**src/rtl/tkss_pkg.sv**
```systemverilog
// tkss_pkg: shared constants and types of the survivor selection block
// no dependencies

package tkss_pkg;

  localparam int unsigned CostW      = 48;
  localparam int unsigned CfgW       = 32;
  localparam int unsigned KeepCntW   = 8;
  localparam int unsigned SizeW      = 15;
  localparam int unsigned CfgIdxW    = 1;
  localparam int unsigned KeepMaxDef = 128;
  localparam int unsigned AgentDef   = 512;
  localparam int unsigned KeepRst    = 100;

  // -1000000 in q31.16
  localparam logic signed [CostW-1:0] EmptyCost = 48'shFFF0_BDC0_0000;
  localparam logic signed [CostW-1:0] CostMin   = 48'sh8000_0000_0000;

  localparam logic [CfgIdxW-1:0] RegWeight = 1'b0;
  localparam logic [CfgIdxW-1:0] RegKeep   = 1'b1;

  typedef struct packed {
    logic                    clr;
    logic                    ins;
    logic signed [CostW-1:0] cost;
  } cell_ctrl_t;

endpackage

```
**src/rtl/tkss_cost.sv**
```systemverilog
// tkss_cost: three stage pipeline for score minus weighted squared size
// depends on tkss_pkg

module tkss_cost (
  input  logic                             clk_i,
  input  logic                             rst_ni,
  input  logic                             start_i,
  input  logic signed [tkss_pkg::CostW-1:0] score_i,
  input  logic [tkss_pkg::SizeW-1:0]       node_count_i,
  input  logic [tkss_pkg::SizeW-1:0]       weight_count_i,
  input  logic [tkss_pkg::CfgW-1:0]        weight_i,
  output logic signed [tkss_pkg::CostW-1:0] cost_o,
  output logic                             done_o
);
  import tkss_pkg::*;

  logic [2:0]              vld_q;
  logic [SizeW:0]          params;
  logic [2*SizeW+1:0]      square_q;
  logic signed [CostW-1:0] score1_q, score2_q;
  logic [63:0]             prod_q;
  logic signed [CostW+1:0] diff;
  logic                    sat;
  logic signed [CostW-1:0] cost_q;

  assign params = {1'b0, node_count_i} + {1'b0, weight_count_i};

  always_ff @(posedge clk_i or negedge rst_ni) begin
    if (!rst_ni) begin
      vld_q <= '0;
    end else begin
      vld_q <= {vld_q[1:0], start_i};
    end
  end

  always_ff @(posedge clk_i) begin
    if (start_i) begin
      square_q <= params * params;
      score1_q <= score_i;
    end
    if (vld_q[0]) begin
      prod_q   <= {32'b0, square_q} * {32'b0, weight_i};
      score2_q <= score1_q;
    end
    if (vld_q[1]) begin
      cost_q <= sat ? CostMin : diff[CostW-1:0];
    end
  end

  assign diff = {{2{score2_q[CostW-1]}}, score2_q} - $signed({2'b00, prod_q[63:16]});
  assign sat  = diff[CostW+1] & ~(diff[CostW] & diff[CostW-1]);

  assign cost_o = cost_q;
  assign done_o = vld_q[2];

endmodule

```
**config.mk**
```make
export PLATFORM = sky130hd
export DESIGN_NAME = tkss_cost
export DESIGN_NICKNAME = d
export VERILOG_FILES = /design/src/rtl/tkss_pkg.sv /design/src/rtl/tkss_cost.sv
export SDC_FILE = /design/constraint.sdc
export NUM_CORES = 2
export LEC_CHECK = 0
export BUFFER_PORTS_ARGS = -buffer_cell sky130_fd_sc_hd__buf_2
export CORE_ASPECT_RATIO = 1.2
export CORE_MARGIN = 4
export CORE_UTILIZATION = 55
export CTS_CLUSTER_SIZE = 20
export DETAILED_ROUTE_END_ITERATION = 7
export PLACE_DENSITY = 0.78
export SYNTH_ARGS = -nofsm -noshare
export SYNTH_HDL_FRONTEND = slang
export SYNTH_SLANG_ARGS = --single-unit
```
**constraint.sdc**
```tcl
create_clock -name clk_i -period 9.77 [get_ports clk_i]
set_input_delay 0.977 -clock clk_i [delete_from_list [all_inputs] [get_ports clk_i]]
set_output_delay 0.977 -clock clk_i [all_outputs]
set_load 0.005 [all_outputs]
```
==> metrics.txt <==
status=finished, violations left; failing checks=design-rule violations; top-count cell post-synth=inv_1; Primary FF master, synth=edfxtp_1; register area=about 6800 um2; Critical path origin=square_q[10]; Overall Global Routing Usage=about a quarter; PortBufs=161; final wirelength=between 100000 and 150000 um; gpl congestion=between 0.9 and 1; CP peak stage delay=1100 ps; final setup TNS=0 ps; Final Skew=roughly 10 ps; CTS tree=done; die span in x=around 280 um; Syn Inst Count=5092; Critical Path Sink Type=register; end-of-flow core utilization=about three fifths; ys async rst share=under 10%; Worst slew margin=between 9 and 10%; die height=roughly 340 um; Max Cap Viol=0; period utilization=a little over 90%; clock-pin slew on the worst setup and hold paths=60 ps; Seq/Total Area, Yosys=13.8%; Critical Path Fanout Max=19; CP startpoint kind=register; nets@finish=around 6700; Clock Sinks=between 200 and 250; via count=about 35000; Yosys top cell area share=42.5%; Post-synth EDFFs=roughly 220; Synth area leaders=fa_1 (43%), edfxtp_1 (14%), ha_1 (11%); Post-CTS Setup Inserts=0; layout filler cell count=7289; worst slew pin tran=around 1400 ps; reg2reg setup slack=between 700 and 800 ps; DRT antenna net count=0; Synth cell types=78; path category of the worst min-delay check=primary input to async pin; share of layout cells above drive strength 1=under 10%; GR Overflow Total=0; post-CTS resize count=0; pin count of the biggest net entering global routing=between 80 and 90; die area=94000 um2; CP arrival=around 9400 ps; critical-path cell list=buf_4 -> and2_1 -> fa_1 -> inv_1 -> fa_1 -> fa_1 -> inv_1 -> fa_1 -> fa_1 -> fa_1 -> fa_1 -> fa_1 -> ha_1 -> nand4_1 -> or3_1 -> a2111oi_2 -> nor4_1 -> buf_4 -> o21ai_2 -> a31oi_2 -> o21ai_1 -> and3b_1 -> a311oi_1; R2R Path End=prod_q[63]; YS warnings=0; 1st-pass router iterations=8; WP data required=10130 ps; clk root buf=clkbuf_16; Synth area leader=fa_1; kind of critical path=register to register; core area=between 80000 and 90000 um2; RR Startpoint=square_q[10]; FF-to-FF path depth=23; I/O pin count=around 160; Final Hold Viols=0; Max H-tree Level=1; final worst slack=773 ps; top post-synthesis cells by count=inv_1 (1142), fa_1 (1042), nand2_1 (739), and2_1 (432), ha_1 (426); CP dominant cell by count=fa_1; fin crit period=roughly 9000 ps; first-pass GRT wire length=roughly 200000 um; Wirelength per Cell=around 19 um; Max Slew Vio Count=0; antenna violations before repair=7; Initial Util=a little under three fifths; Fmax=about 110 MHz; mean area per synthesized cell=9.63 um2; Vias/cell=5.52; critical path endpoint=prod_q[63]; RSZ-0062 raised after global routing=no; synthesized flop and latch total=226; Clk Latency, worst-skew pair=550 ps; final setup vio count=0; Iteration-0 DRC Markers=~2600; area grow syn2layout=5.52%; pre-CTS WS=~480 ps; vias in the first global route=approximately 39000; DR DRC count=2; Clock Tree Buf Depth=3; Cell Area, Synth=a little under 50000 um2; multi-input logic area=roughly 37000 um2; site row count=approximately 120; CTS hold repair buffers=0; Crit-path slowest cell=edfxtp_1; total CTS buffers=24; post-DP HPWL=around 100000 um
[metrics by stage]
| step | cell area (um2) | hold WS, ps | cells |
|---|---|---|---|
| 6_report | 51700 | 210 | 6293 |
| 3_3_place_gp | 50900 | 401 | 6245 |
| 3_5_place_dp | 50900 | 405 | 6245 |
| 5_1_grt | 51700 | 200 | 6291 |
| 4_1_cts | 51700 | 187 | 6289 |
| 2_1_floorplan | 49100 | 400 | 5102 |
[cell usage in the layout, fill, tap and decap left out, types with 8 or more instances in the layout]
cell type  synthesis  final
a211oi_1          13     13
a21o_1            50     50
a21oi_1          145    145
a31oi_1           14     14
and2_1           432    432
and3_1            11     11
buf_2              5    160
buf_4              0     65
clkbuf_16          0     24
conb_1             2     12
edfxtp_1         223    223
fa_1            1042   1042
ha_1             426    426
inv_1           1142   1142
nand2_1          739    739
nand2b_1          18     18
nand3_1           29     29
nand4_1           24     24
nor2_1           147    147
nor2b_1           12     12
nor3_1            13     13
nor3b_1            8      8
nor4_1             8      8
o211ai_1           9      9
o21a_1            24     24
o21ai_0           66     66
o21ai_1            8      8
o21bai_1          21     21
or3_1              8      8
xnor2_1           92     92
xor2_1            48     48
[kinds of logic (layout without fill, tap and decap cells)]
kind of cell	Yosys count	count (layout)	synth area share (%)
flops	226	226	13.8
simple gates	1461	1461	14.1
compound gates	416	416	5.52
buf+inv	1377	1415	10.6
xor+xnor	140	140	2.50
other cells	2	16	0.0153
mux	2	2	0.0434
fa+ha+maj	1468	1468	53.4
[layer usage]
layer	GRT usage, %	vias up	share of wire (%)
li1	-	15400	-
met1	32.4	17500	37
met2	45.9	1493	50
met3	5.59	392	8.2
met4	11.1	4	4.8
met5	0	-	0.022
[worst max-delay path: cells and delay by family, from the launching register on]
kind / cells / cell delay (ps)
flops: 1 / 1100
compound gates: 5 / 1600
buf+inv: 4 / 710
fa+ha+maj: 9 / 4190
simple gates: 5 / 1210
[state kept, by name (all words and copies together), names as in the netlist]
register and flops:
cost_o 48, prod_q 48, score1_q 48, score2_q 48, square_q 31, vld_q 3
[worst min path at each step]
stage            startpoint            to  slack (ps)  cells after the start
2_1_floorplan   score1_q[0]   score2_q[0]         400                      0
4_1_cts              rst_ni      vld_q[0]         190                      1
3_3_place_gp   score1_q[16]  score2_q[16]         400                      0
6_report             rst_ni      vld_q[0]         210                      1
3_5_place_dp   score1_q[16]  score2_q[16]         400                      0
5_1_grt              rst_ni      vld_q[0]         200                      1
[cell type report]
cell class	count	area share (%)
Antenna cell	4	0.0193
Clock buffer	31	1.27
Clock inverter	13	0.324
Inverter	1146	8.31
Multi-Input combinational cell	3499	71.7
Sequential cell	226	13.1
Tap cell	1149	2.78
Timing Repair Buffer	225	2.49
Power is left out: the tool's default activity adds up to more than one toggle a clock period on the data nets, which glitch-free logic cannot reach.
